[src/rtl/crvp_pkg.sv]
// Shared types, character codes and helper functions for the Content-Range
// value parser. No dependencies; rtl/ files other than crvp_if.sv use it.
package crvp_pkg;

   // Character codes used by the grammar.
   localparam logic [7:0] CHAR_SPACE = 8'h20;
   localparam logic [7:0] CHAR_TAB   = 8'h09;
   localparam logic [7:0] CHAR_STAR  = 8'h2A;
   localparam logic [7:0] CHAR_SLASH = 8'h2F;
   localparam logic [7:0] CHAR_DASH  = 8'h2D;
   localparam logic [7:0] CHAR_ZERO  = 8'h30;
   localparam logic [7:0] CHAR_NINE  = 8'h39;

   // Length of the unit name "bytes".
   localparam logic [2:0] UNIT_LEN = 3'd5;

   // Largest accumulator value that still takes one more digit without
   // overflow: one limit for digits 0 to 5, one for digits 6 to 9.
   localparam logic [63:0] DIGIT_LIMIT_LO = 64'd1844674407370955161;
   localparam logic [63:0] DIGIT_LIMIT_HI = 64'd1844674407370955160;
   localparam logic [3:0]  DIGIT_SPLIT    = 4'd5;

   // Result of one accumulator step.
   typedef struct packed {
      logic [63:0] sum;
      logic        fits;
   } digit_type;

   // One result word.
   typedef struct packed {
      logic        ok;
      logic        has_range;
      logic        has_complete;
      logic [63:0] first_pos;
      logic [63:0] last_pos;
      logic [63:0] complete_len;
   } result_type;

   // Letter of the unit name at a given position.
   function automatic logic [7:0] unit_char(input logic [2:0] pos);
      logic [7:0] c;
      case (pos)
         3'd0:    c = 8'h62;   // b
         3'd1:    c = 8'h79;   // y
         3'd2:    c = 8'h74;   // t
         3'd3:    c = 8'h65;   // e
         3'd4:    c = 8'h73;   // s
         default: c = 8'h00;
      endcase
      return c;
   endfunction

   function automatic logic is_blank(input logic [7:0] c);
      return (c == CHAR_SPACE) || (c == CHAR_TAB);
   endfunction

   function automatic logic is_digit(input logic [7:0] c);
      return (c >= CHAR_ZERO) && (c <= CHAR_NINE);
   endfunction

endpackage

[src/rtl/crvp_if.sv]
// Valid/ready channel interfaces for the Content-Range value parser.
// Depends on nothing but the port widths of the block's fields.

// Request channel: one header byte per word.
interface crvp_req_if;
   logic       valid;
   logic       ready;
   logic [7:0] ch;
   logic       final_byte;

   modport source (output valid, output ch, output final_byte, input ready);
   modport sink   (input valid, input ch, input final_byte, output ready);
endinterface

// Response channel: one parse result per word.
interface crvp_rsp_if;
   logic        valid;
   logic        ready;
   logic        ok;
   logic        has_range;
   logic        has_complete;
   logic [63:0] first_pos;
   logic [63:0] last_pos;
   logic [63:0] complete_len;

   modport source (output valid, output ok, output has_range, output has_complete,
                   output first_pos, output last_pos, output complete_len,
                   input ready);
   modport sink   (input valid, input ok, input has_range, input has_complete,
                   input first_pos, input last_pos, input complete_len,
                   output ready);
endinterface

[src/rtl/content_range_value_parser_core.sv]
// Content-Range header value parser, top level.
// Depends on crvp_pkg, crvp_if.sv (crvp_req_if, crvp_rsp_if) and crvp_parser.
//
// The request channel carries the bytes of one header value, one byte per
// word, in order; final_byte marks the last byte of the value. For every
// value the response channel returns exactly one word: ok, the range and
// length flags, and first_pos, last_pos and complete_len (zero where not
// recorded). Bytes that are not final produce no response word.
// A byte taken into the input register is parsed from there; the response
// word for a final byte is registered in the response register when that
// byte leaves the input register.
// The parser takes one byte per cycle while no final byte is held back, set
// by the single pass of the state update between the input register and the
// state and result registers.
// When the receiver stalls with a response word pending, the parser keeps
// consuming bytes that are not final; a final byte waits in the input
// register, with req ready held low, until the pending response word is taken.
// Synchronous reset empties both registers and returns the parser to the
// leading-blank phase with all fields cleared.
module content_range_value_parser_core (
   input  logic       clock,
   input  logic       reset,
   crvp_req_if.sink   req_chan,
   crvp_rsp_if.source rsp_chan
);

   logic                 in_valid_ff, in_valid_in;
   logic [7:0]           in_ch_ff;
   logic                 in_final_ff;
   logic                 out_valid_ff, out_valid_in;
   crvp_pkg::result_type out_ff;
   crvp_pkg::result_type parse_res;
   logic                 advance;
   logic                 req_take;

   // The held byte moves on unless it is final and the response slot is full.
   assign advance  = in_valid_ff &&
                     (!in_final_ff || !out_valid_ff || rsp_chan.ready);
   assign req_chan.ready = !in_valid_ff || advance;
   assign req_take = req_chan.valid && req_chan.ready;

   crvp_parser u_parser (
      .clock      (clock),
      .reset      (reset),
      .step_en    (advance),
      .ch         (in_ch_ff),
      .final_byte (in_final_ff),
      .result     (parse_res)
   );

   // Valid bits of the input and response registers.
   always_comb begin
      if (req_take) begin
         in_valid_in = 1'b1;
      end else if (advance) begin
         in_valid_in = 1'b0;
      end else begin
         in_valid_in = in_valid_ff;
      end

      if (advance && in_final_ff) begin
         out_valid_in = 1'b1;
      end else if (rsp_chan.ready) begin
         out_valid_in = 1'b0;
      end else begin
         out_valid_in = out_valid_ff;
      end
   end

   always_ff @(posedge clock) begin
      if (reset) begin
         in_valid_ff  <= 1'b0;
         out_valid_ff <= 1'b0;
      end else begin
         in_valid_ff  <= in_valid_in;
         out_valid_ff <= out_valid_in;
      end
   end

   // Payload registers.
   always_ff @(posedge clock) begin
      if (req_take) begin
         in_ch_ff    <= req_chan.ch;
         in_final_ff <= req_chan.final_byte;
      end
      if (advance && in_final_ff) begin
         out_ff <= parse_res;
      end
   end

   assign rsp_chan.valid        = out_valid_ff;
   assign rsp_chan.ok           = out_ff.ok;
   assign rsp_chan.has_range    = out_ff.has_range;
   assign rsp_chan.has_complete = out_ff.has_complete;
   assign rsp_chan.first_pos    = out_ff.first_pos;
   assign rsp_chan.last_pos     = out_ff.last_pos;
   assign rsp_chan.complete_len = out_ff.complete_len;

endmodule

[src/rtl/crvp_digit.sv]
// Decimal accumulator step: accum * 10 + digit with an overflow check.
// Depends on crvp_pkg.
module crvp_digit (
   input  logic [63:0]          accum,
   input  logic [3:0]           digit,
   output crvp_pkg::digit_type  result
);

   logic [63:0] limit;

   // The multiply by ten is two shifted copies added together.
   always_comb begin
      limit = (digit > crvp_pkg::DIGIT_SPLIT) ? crvp_pkg::DIGIT_LIMIT_HI
                                              : crvp_pkg::DIGIT_LIMIT_LO;
      result.fits = (accum <= limit);
      result.sum  = (accum << 3) + (accum << 1) + {60'd0, digit};
   end

endmodule

[src/rtl/crvp_parser.sv]
// Parser state machine: takes one header byte per step and produces the
// result fields on the final byte. Depends on crvp_pkg and crvp_digit.
module crvp_parser (
   input  logic                 clock,
   input  logic                 reset,
   input  logic                 step_en,
   input  logic [7:0]           ch,
   input  logic                 final_byte,
   output crvp_pkg::result_type result
);

   typedef enum logic [3:0] {
      PH_LEAD, PH_PREFIX, PH_GAP1, PH_GAP, PH_USTAR, PH_UCOMP, PH_FIRST,
      PH_LAST, PH_RSEL, PH_RSTAR, PH_RCOMP, PH_TRAIL, PH_ERR
   } phase_type;

   localparam int RANGE_BIT = 0;
   localparam int COMP_BIT  = 1;

   phase_type   phase_ff, phase_in;
   logic [2:0]  prefix_pos_ff, prefix_pos_in;
   logic [63:0] accum_ff, accum_in;
   logic        seen_digit_ff, seen_digit_in;
   logic [63:0] first_ff, first_in;
   logic [63:0] last_ff, last_in;
   logic [63:0] complete_ff, complete_in;
   logic [1:0]  flags_ff, flags_in;

   logic        ch_blank;
   logic        ch_digit;
   logic [3:0]  digit_val;
   logic        ok;
   logic [63:0] complete_out;
   logic [1:0]  flags_out;
   crvp_pkg::digit_type digit_res;

   assign ch_blank  = crvp_pkg::is_blank(ch);
   assign ch_digit  = crvp_pkg::is_digit(ch);
   assign digit_val = ch[3:0];

   crvp_digit u_digit (
      .accum  (accum_ff),
      .digit  (digit_val),
      .result (digit_res)
   );

   // Next parser state for the current byte.
   always_comb begin
      phase_in      = phase_ff;
      prefix_pos_in = prefix_pos_ff;
      accum_in      = accum_ff;
      seen_digit_in = seen_digit_ff;
      first_in      = first_ff;
      last_in       = last_ff;
      complete_in   = complete_ff;
      flags_in      = flags_ff;

      unique case (phase_ff)
         PH_LEAD: begin
            if (!ch_blank) begin
               if (ch == crvp_pkg::unit_char(3'd0)) begin
                  prefix_pos_in = 3'd1;
                  phase_in      = PH_PREFIX;
               end else begin
                  phase_in = PH_ERR;
               end
            end
         end
         PH_PREFIX: begin
            if (prefix_pos_ff < crvp_pkg::UNIT_LEN &&
                ch == crvp_pkg::unit_char(prefix_pos_ff)) begin
               prefix_pos_in = prefix_pos_ff + 3'd1;
               if (prefix_pos_in == crvp_pkg::UNIT_LEN) begin
                  phase_in = PH_GAP1;
               end
            end else begin
               phase_in = PH_ERR;
            end
         end
         PH_GAP1: begin
            phase_in = ch_blank ? PH_GAP : PH_ERR;
         end
         PH_GAP: begin
            if (!ch_blank) begin
               if (ch == crvp_pkg::CHAR_STAR) begin
                  phase_in = PH_USTAR;
               end else if (ch_digit) begin
                  accum_in      = {60'd0, digit_val};
                  seen_digit_in = 1'b1;
                  phase_in      = PH_FIRST;
               end else begin
                  phase_in = PH_ERR;
               end
            end
         end
         PH_USTAR: begin
            if (ch == crvp_pkg::CHAR_SLASH) begin
               accum_in      = '0;
               seen_digit_in = 1'b0;
               phase_in      = PH_UCOMP;
            end else begin
               phase_in = PH_ERR;
            end
         end
         PH_UCOMP: begin
            if (ch_digit) begin
               if (digit_res.fits) begin
                  accum_in      = digit_res.sum;
                  seen_digit_in = 1'b1;
               end else begin
                  phase_in = PH_ERR;
               end
            end else if (!seen_digit_ff) begin
               phase_in = PH_ERR;
            end else begin
               complete_in        = accum_ff;
               flags_in[COMP_BIT] = 1'b1;
               phase_in           = ch_blank ? PH_TRAIL : PH_ERR;
            end
         end
         PH_FIRST: begin
            if (ch_digit) begin
               if (digit_res.fits) begin
                  accum_in      = digit_res.sum;
                  seen_digit_in = 1'b1;
               end else begin
                  phase_in = PH_ERR;
               end
            end else if (ch == crvp_pkg::CHAR_DASH) begin
               first_in      = accum_ff;
               accum_in      = '0;
               seen_digit_in = 1'b0;
               phase_in      = PH_LAST;
            end else begin
               phase_in = PH_ERR;
            end
         end
         PH_LAST: begin
            if (ch_digit) begin
               if (digit_res.fits) begin
                  accum_in      = digit_res.sum;
                  seen_digit_in = 1'b1;
               end else begin
                  phase_in = PH_ERR;
               end
            end else if (!seen_digit_ff || accum_ff < first_ff ||
                         ch != crvp_pkg::CHAR_SLASH) begin
               phase_in = PH_ERR;
            end else begin
               last_in             = accum_ff;
               flags_in[RANGE_BIT] = 1'b1;
               phase_in            = PH_RSEL;
            end
         end
         PH_RSEL: begin
            if (ch == crvp_pkg::CHAR_STAR) begin
               phase_in = PH_RSTAR;
            end else if (ch_digit) begin
               accum_in      = {60'd0, digit_val};
               seen_digit_in = 1'b1;
               phase_in      = PH_RCOMP;
            end else begin
               phase_in = PH_ERR;
            end
         end
         PH_RSTAR, PH_TRAIL: begin
            phase_in = ch_blank ? PH_TRAIL : PH_ERR;
         end
         PH_RCOMP: begin
            if (ch_digit) begin
               if (digit_res.fits) begin
                  accum_in      = digit_res.sum;
                  seen_digit_in = 1'b1;
               end else begin
                  phase_in = PH_ERR;
               end
            end else if (last_ff >= accum_ff) begin
               phase_in = PH_ERR;
            end else begin
               complete_in        = accum_ff;
               flags_in[COMP_BIT] = 1'b1;
               phase_in           = ch_blank ? PH_TRAIL : PH_ERR;
            end
         end
         PH_ERR: begin
            phase_in = PH_ERR;
         end
         default: begin
            phase_in = PH_ERR;
         end
      endcase
   end

   // Closing checks on the final byte, applied to the state after the byte.
   always_comb begin
      ok           = 1'b0;
      complete_out = complete_in;
      flags_out    = flags_in;
      case (phase_in)
         PH_UCOMP: begin
            if (seen_digit_in) begin
               complete_out        = accum_in;
               flags_out[COMP_BIT] = 1'b1;
               ok                  = 1'b1;
            end
         end
         PH_RCOMP: begin
            if (last_in < accum_in) begin
               complete_out        = accum_in;
               flags_out[COMP_BIT] = 1'b1;
               ok                  = 1'b1;
            end
         end
         PH_RSTAR, PH_TRAIL: begin
            ok = 1'b1;
         end
         default: begin
            ok = 1'b0;
         end
      endcase

      result.ok           = ok;
      result.has_range    = flags_out[RANGE_BIT];
      result.has_complete = flags_out[COMP_BIT];
      result.first_pos    = flags_out[RANGE_BIT] ? first_in : '0;
      result.last_pos     = flags_out[RANGE_BIT] ? last_in : '0;
      result.complete_len = flags_out[COMP_BIT] ? complete_out : '0;
   end

   // Parser state; the final byte returns everything to the reset values.
   always_ff @(posedge clock) begin
      if (reset || (step_en && final_byte)) begin
         phase_ff      <= PH_LEAD;
         prefix_pos_ff <= '0;
         accum_ff      <= '0;
         seen_digit_ff <= 1'b0;
         first_ff      <= '0;
         last_ff       <= '0;
         complete_ff   <= '0;
         flags_ff      <= '0;
      end else if (step_en) begin
         phase_ff      <= phase_in;
         prefix_pos_ff <= prefix_pos_in;
         accum_ff      <= accum_in;
         seen_digit_ff <= seen_digit_in;
         first_ff      <= first_in;
         last_ff       <= last_in;
         complete_ff   <= complete_in;
         flags_ff      <= flags_in;
      end
   end

endmodule
[src/flat_wrapper.sv]
// flat-port wrapper written by rule: the top's interface ports become plain ports
module content_range_value_parser_core_flat 
  (clock, reset, req_chan_valid, req_chan_ch, req_chan_final_byte, req_chan_ready, rsp_chan_valid, rsp_chan_ok, rsp_chan_has_range, rsp_chan_has_complete, rsp_chan_first_pos, rsp_chan_last_pos, rsp_chan_complete_len, rsp_chan_ready);
  crvp_req_if req_chan_i ();
  crvp_rsp_if rsp_chan_i ();
  input  logic clock;
  input  logic reset;
  input wire logic [$bits(req_chan_i.valid)-1:0] req_chan_valid;
  input wire logic [$bits(req_chan_i.ch)-1:0] req_chan_ch;
  input wire logic [$bits(req_chan_i.final_byte)-1:0] req_chan_final_byte;
  output wire logic [$bits(req_chan_i.ready)-1:0] req_chan_ready;
  output wire logic [$bits(rsp_chan_i.valid)-1:0] rsp_chan_valid;
  output wire logic [$bits(rsp_chan_i.ok)-1:0] rsp_chan_ok;
  output wire logic [$bits(rsp_chan_i.has_range)-1:0] rsp_chan_has_range;
  output wire logic [$bits(rsp_chan_i.has_complete)-1:0] rsp_chan_has_complete;
  output wire logic [$bits(rsp_chan_i.first_pos)-1:0] rsp_chan_first_pos;
  output wire logic [$bits(rsp_chan_i.last_pos)-1:0] rsp_chan_last_pos;
  output wire logic [$bits(rsp_chan_i.complete_len)-1:0] rsp_chan_complete_len;
  input wire logic [$bits(rsp_chan_i.ready)-1:0] rsp_chan_ready;
  assign req_chan_i.valid = req_chan_valid;
  assign req_chan_i.ch = req_chan_ch;
  assign req_chan_i.final_byte = req_chan_final_byte;
  assign req_chan_ready = req_chan_i.ready;
  assign rsp_chan_valid = rsp_chan_i.valid;
  assign rsp_chan_ok = rsp_chan_i.ok;
  assign rsp_chan_has_range = rsp_chan_i.has_range;
  assign rsp_chan_has_complete = rsp_chan_i.has_complete;
  assign rsp_chan_first_pos = rsp_chan_i.first_pos;
  assign rsp_chan_last_pos = rsp_chan_i.last_pos;
  assign rsp_chan_complete_len = rsp_chan_i.complete_len;
  assign rsp_chan_i.ready = rsp_chan_ready;
  content_range_value_parser_core u_core (.clock(clock), .reset(reset), .req_chan(req_chan_i), .rsp_chan(rsp_chan_i));
endmodule
[config.mk]
export PLATFORM = sky130hd
export DESIGN_NAME = content_range_value_parser_core_flat
export DESIGN_NICKNAME = d
export VERILOG_FILES = /design/src/rtl/crvp_pkg.sv /design/src/rtl/crvp_if.sv /design/src/rtl/content_range_value_parser_core.sv /design/src/rtl/crvp_digit.sv /design/src/rtl/crvp_parser.sv /design/src/flat_wrapper.sv
export SDC_FILE = /design/constraint.sdc
export NUM_CORES = 2
export LEC_CHECK = 0
export ABC_CLOCK_PERIOD_IN_PS = 8200
export BUFFER_PORTS_ARGS = -buffer_cell sky130_fd_sc_hd__buf_2
export CAP_MARGIN = 20
export CORE_ASPECT_RATIO = 1.4
export CORE_MARGIN = 8
export CORE_UTILIZATION = 50
export CTS_CLUSTER_DIAMETER = 40
export CTS_CLUSTER_SIZE = 20
export DETAILED_ROUTE_END_ITERATION = 8
export PLACE_DENSITY = 0.68
export SLEW_MARGIN = 20
export SYNTH_ARGS = -nofsm -noshare
export SYNTH_HDL_FRONTEND = slang
export SYNTH_SLANG_ARGS = --single-unit
[constraint.sdc]
create_clock -name clock -period 8.2 [get_ports clock]
set_input_delay 1.23 -clock clock [delete_from_list [all_inputs] [get_ports clock]]
set_output_delay 1.23 -clock clock [all_outputs]
set_load 0.01 [all_outputs]
==> metrics <==
largest fanout on the critical path=34; GP Congestion=0.947; Crit-path slowest cell=edfxtp_1; Critical R2R Capture=u_core.rsp_chan.complete_len[27]; Finished Core Util=56.9%; first-pass GRT wire length=152 mm; GRT Util Overall=28.2%; Reg2Reg Depth=26; beginning of the worst register-to-register path=u_core.in_ch_ff[2]; drt drc=0; Final ANT Viol Nets=0; fraction of layout cells with a size suffix above 1=12.3%; Worst setup EP type=register; status=complete, no violations; CP Launch Type=register; met2 wire len=49.1 mm; hold slack=452 ps; clk_lat worst skew=640 ps; Lkg Pwr=13.0 nW; root buf cell=clkbuf_16; Setup TNS=0 ps; CTS tree=yes; R2R setup slack=310 ps; antenna violations before repair=1; Met3 Routed Length=5.30 mm; Buf/Inv on CP=3; routed via count=27200; mapped cell area=0.0298 mm2; Mapped Cells=3586; Hold Crit Class=register to register; Post-Syn Nets=3919; final hold vios=0; Pwr Density=177 mW/mm2; Sink Count=472; Initial DRT Pass Iterations=5; Initial DRC Count=2080; Inserted Clock Buffers=59; register area share after synthesis=38.6%; Main synth FF type=dfxtp_1; Avg Synthesized Cell Area=8.31 um2; CP Capture Point=u_core.rsp_chan.complete_len[27]; Final min period=7890 ps; hold path cells=2; worst setup path startpoint=u_core.in_ch_ff[2]; WP data required=8560 ps; Initial Util=50.3%; largest net degree at the start of global routing=146; Slew HR=29.9%; core outline area=0.0593 mm2; Cell Rows=106; routed vias/inst=6.04; wire length on met1=38.8 mm; die height=305 um; Post-Place Cells=4380; CP delay by family, top=compound AO/OA/AOI/OAI gates; crit path DAT=8250 ps; Routed WL per cell=22.0 um; ys async rst share=0%; Hold Buf Count CTS=0; Final period util=96.2%; Crit path top cell by count=ha_1; Die Width=222 um; EDFF count, synth=204; hold path startpoint=u_core.u_parser.complete_ff[44]; max incr delay on CP=560 ps; H-tree level count=2; fmax=127 MHz; GRT overflow=0; Area Growth Syn to Fin=13.2%; vias in the first global route=26300; clock buffer depth=3; # nets final=4022; Max Used Layer=met5; Warnings, synthesis=0; Crit. path cell count=26; Setup Crit Path Kind=register to register; dpl hpwl=69.4 mm; IO Count=210; Setup Skew=30.6 ps; final setup violation count=0; max-capacitance violation count=0; Die ar.=0.0678 mm2; non-filler cells, final=4496; final wirelength=98.7 mm; Distinct cells, synth=88; VDD IR max=158 uV; clock slew at reported path FFs=70 ps; pins over their slew limit=0; RSZ-0062 raised after global routing=false; IO Port Bufs=209; post-synthesis sequential element count=472; Least-Margin Pin Slew=1050 ps
[final cells by class]
type | count | area (um2)
Clock buffer | 64 | 1560
Tap cell | 756 | 946
Multi-Input combinational cell | 2694 | 16800
Fill cell | 5525 | 25600
Timing Repair Buffer | 302 | 1820
Sequential cell | 472 | 11500
Antenna cell | 1 | 2.50
Clock inverter | 47 | 533
Inverter | 160 | 601
[state kept, by name (all words and copies together), names as in the netlist, 2 cells and up]
signal	count
u_core.u_parser.phase_ff	4
u_core.u_parser.accum_ff	64
u_core.rsp_chan.first_pos	64
u_core.u_parser.complete_ff	64
u_core.u_parser.prefix_pos_ff	3
u_core.u_parser.flags_ff	2
u_core.in_ch_ff	8
u_core.u_parser.first_ff	64
u_core.rsp_chan.complete_len	64
u_core.rsp_chan.last_pos	64
u_core.u_parser.last_ff	64
[worst register-to-register path, cell delays in order, from the launching register on]
cell,delay (ps)
edfxtp_1,560
ha_1,360
ha_1,230
fa_1,440
a211o_1,300
a221o_1,360
o211ai_1,290
nand3_1,250
a21bo_2,260
a31oi_1,210
buf_4,180
o31ai_1,120
a311oi_2,410
mux2i_1,300
nor2_1,100
ha_1,310
nand4_1,270
nor4_4,540
o2111ai_1,350
and4_1,370
o21ai_0,160
o41ai_4,200
a32o_4,390
buf_12,160
buf_12,170
a211oi_1,270
a21oi_1,70
[cell families (layout without fill, tap and decap cells)]
logic type | count (synthesis) | after routing | synth area share, %
flops | 472 | 472 | 38.6
fa+ha+maj | 320 | 320 | 13.5
compound gates | 1049 | 1049 | 21.6
buf+inv | 420 | 573 | 5.55
mux | 21 | 21 | 0.718
xor+xnor | 62 | 62 | 1.82
other cells | 0 | 1 | 0
simple gates | 1242 | 1242 | 18.2
[through the flow]
stage               cell area [um2]  setup WS (ps)  power [mW]
finish                        33700            312        5.96
floorplan                     29800            750        3.02
global placement              31600           -176        3.25
global route                  33700           91.5        6.14
CTS                           33700           53.3        5.98
detailed placement            31600           -281        3.25
[report_power, final]
group          leakage, nW  internal (mW)  total, mW  switching, mW
logic                 7.82          0.225      0.676          0.451
registers             4.21           2.48       2.54         0.0560
clock network         1.01           1.53       2.75           1.21
total                 13.0           4.24       5.96           1.72
[placed cells by master (no fill, tap or decap), types with 15 or more instances in the layout]
| cell | n |
|---|---|
| and2_1 | 71 |
| o21a_1 | 20 |
| nand3_1 | 42 |
| buf_4 | 87 |
| o22ai_1 | 21 |
| o21ai_0 | 169 |
| a31oi_1 | 15 |
| a21o_1 | 27 |
| edfxtp_1 | 204 |
| nor2b_1 | 16 |
| dfxtp_1 | 266 |
| xnor2_1 | 40 |
| nor2_1 | 207 |
| clkbuf_16 | 61 |
| ha_1 | 318 |
| nor3_1 | 35 |
| a22oi_1 | 53 |
| buf_2 | 209 |
| o211ai_1 | 27 |
| a21oi_1 | 468 |
| xor2_1 | 22 |
| a211oi_1 | 128 |
| mux2i_1 | 18 |
| inv_1 | 159 |
| nand2_1 | 722 |
| nand4_1 | 52 |
[cell usage after synthesis, drive strengths merged (21+ instances only)]
master | number | area share (%)
nand2 | 724 | 9.1
nand4 | 53 | 1.1
inv | 160 | 2.0
nor2 | 210 | 2.6
o22ai | 21 | 0.44
dfxtp | 268 | 18
nor3 | 37 | 0.66
buf | 51 | 0.90
a21o | 28 | 0.71
nand3 | 42 | 0.71
ha | 318 | 13
o211ai | 28 | 0.72
a211oi | 129 | 3.3
clkbuf | 209 | 2.6
o21ai | 171 | 2.9
xor2 | 22 | 0.65
edfxtp | 204 | 21
a21oi | 469 | 7.9
and2 | 73 | 1.5
xnor2 | 40 | 1.2
a22oi | 53 | 1.3
[layer usage]
layer / track usage, % / vias up
met3: 3.78 / 252
met1: 32.6 / 13000
met5: 0 / -
met2: 50.3 / 923
met4: 14.7 / 2
li1: - / 13000
[worst min-delay path by stage]
| stage | to | slack (ps) |
|---|---|---|
| 6_report | u_core.u_parser.complete_ff[44] | 450 |
| 5_1_grt | u_core.u_parser.complete_ff[48] | 470 |
| 4_1_cts | u_core.u_parser.complete_ff[44] | 450 |
| 3_5_place_dp | u_core.u_parser.complete_ff[44] | 450 |
| 3_3_place_gp | u_core.u_parser.complete_ff[44] | 440 |
| 2_1_floorplan | u_core.u_parser.complete_ff[36] | 440 |
[what timing repair did]
action	CTS	global route
setup buffers	0	4
endpoints found under the setup margin	65	65
gates resized for setup	1	4
(Power assumes the default switching activity.)
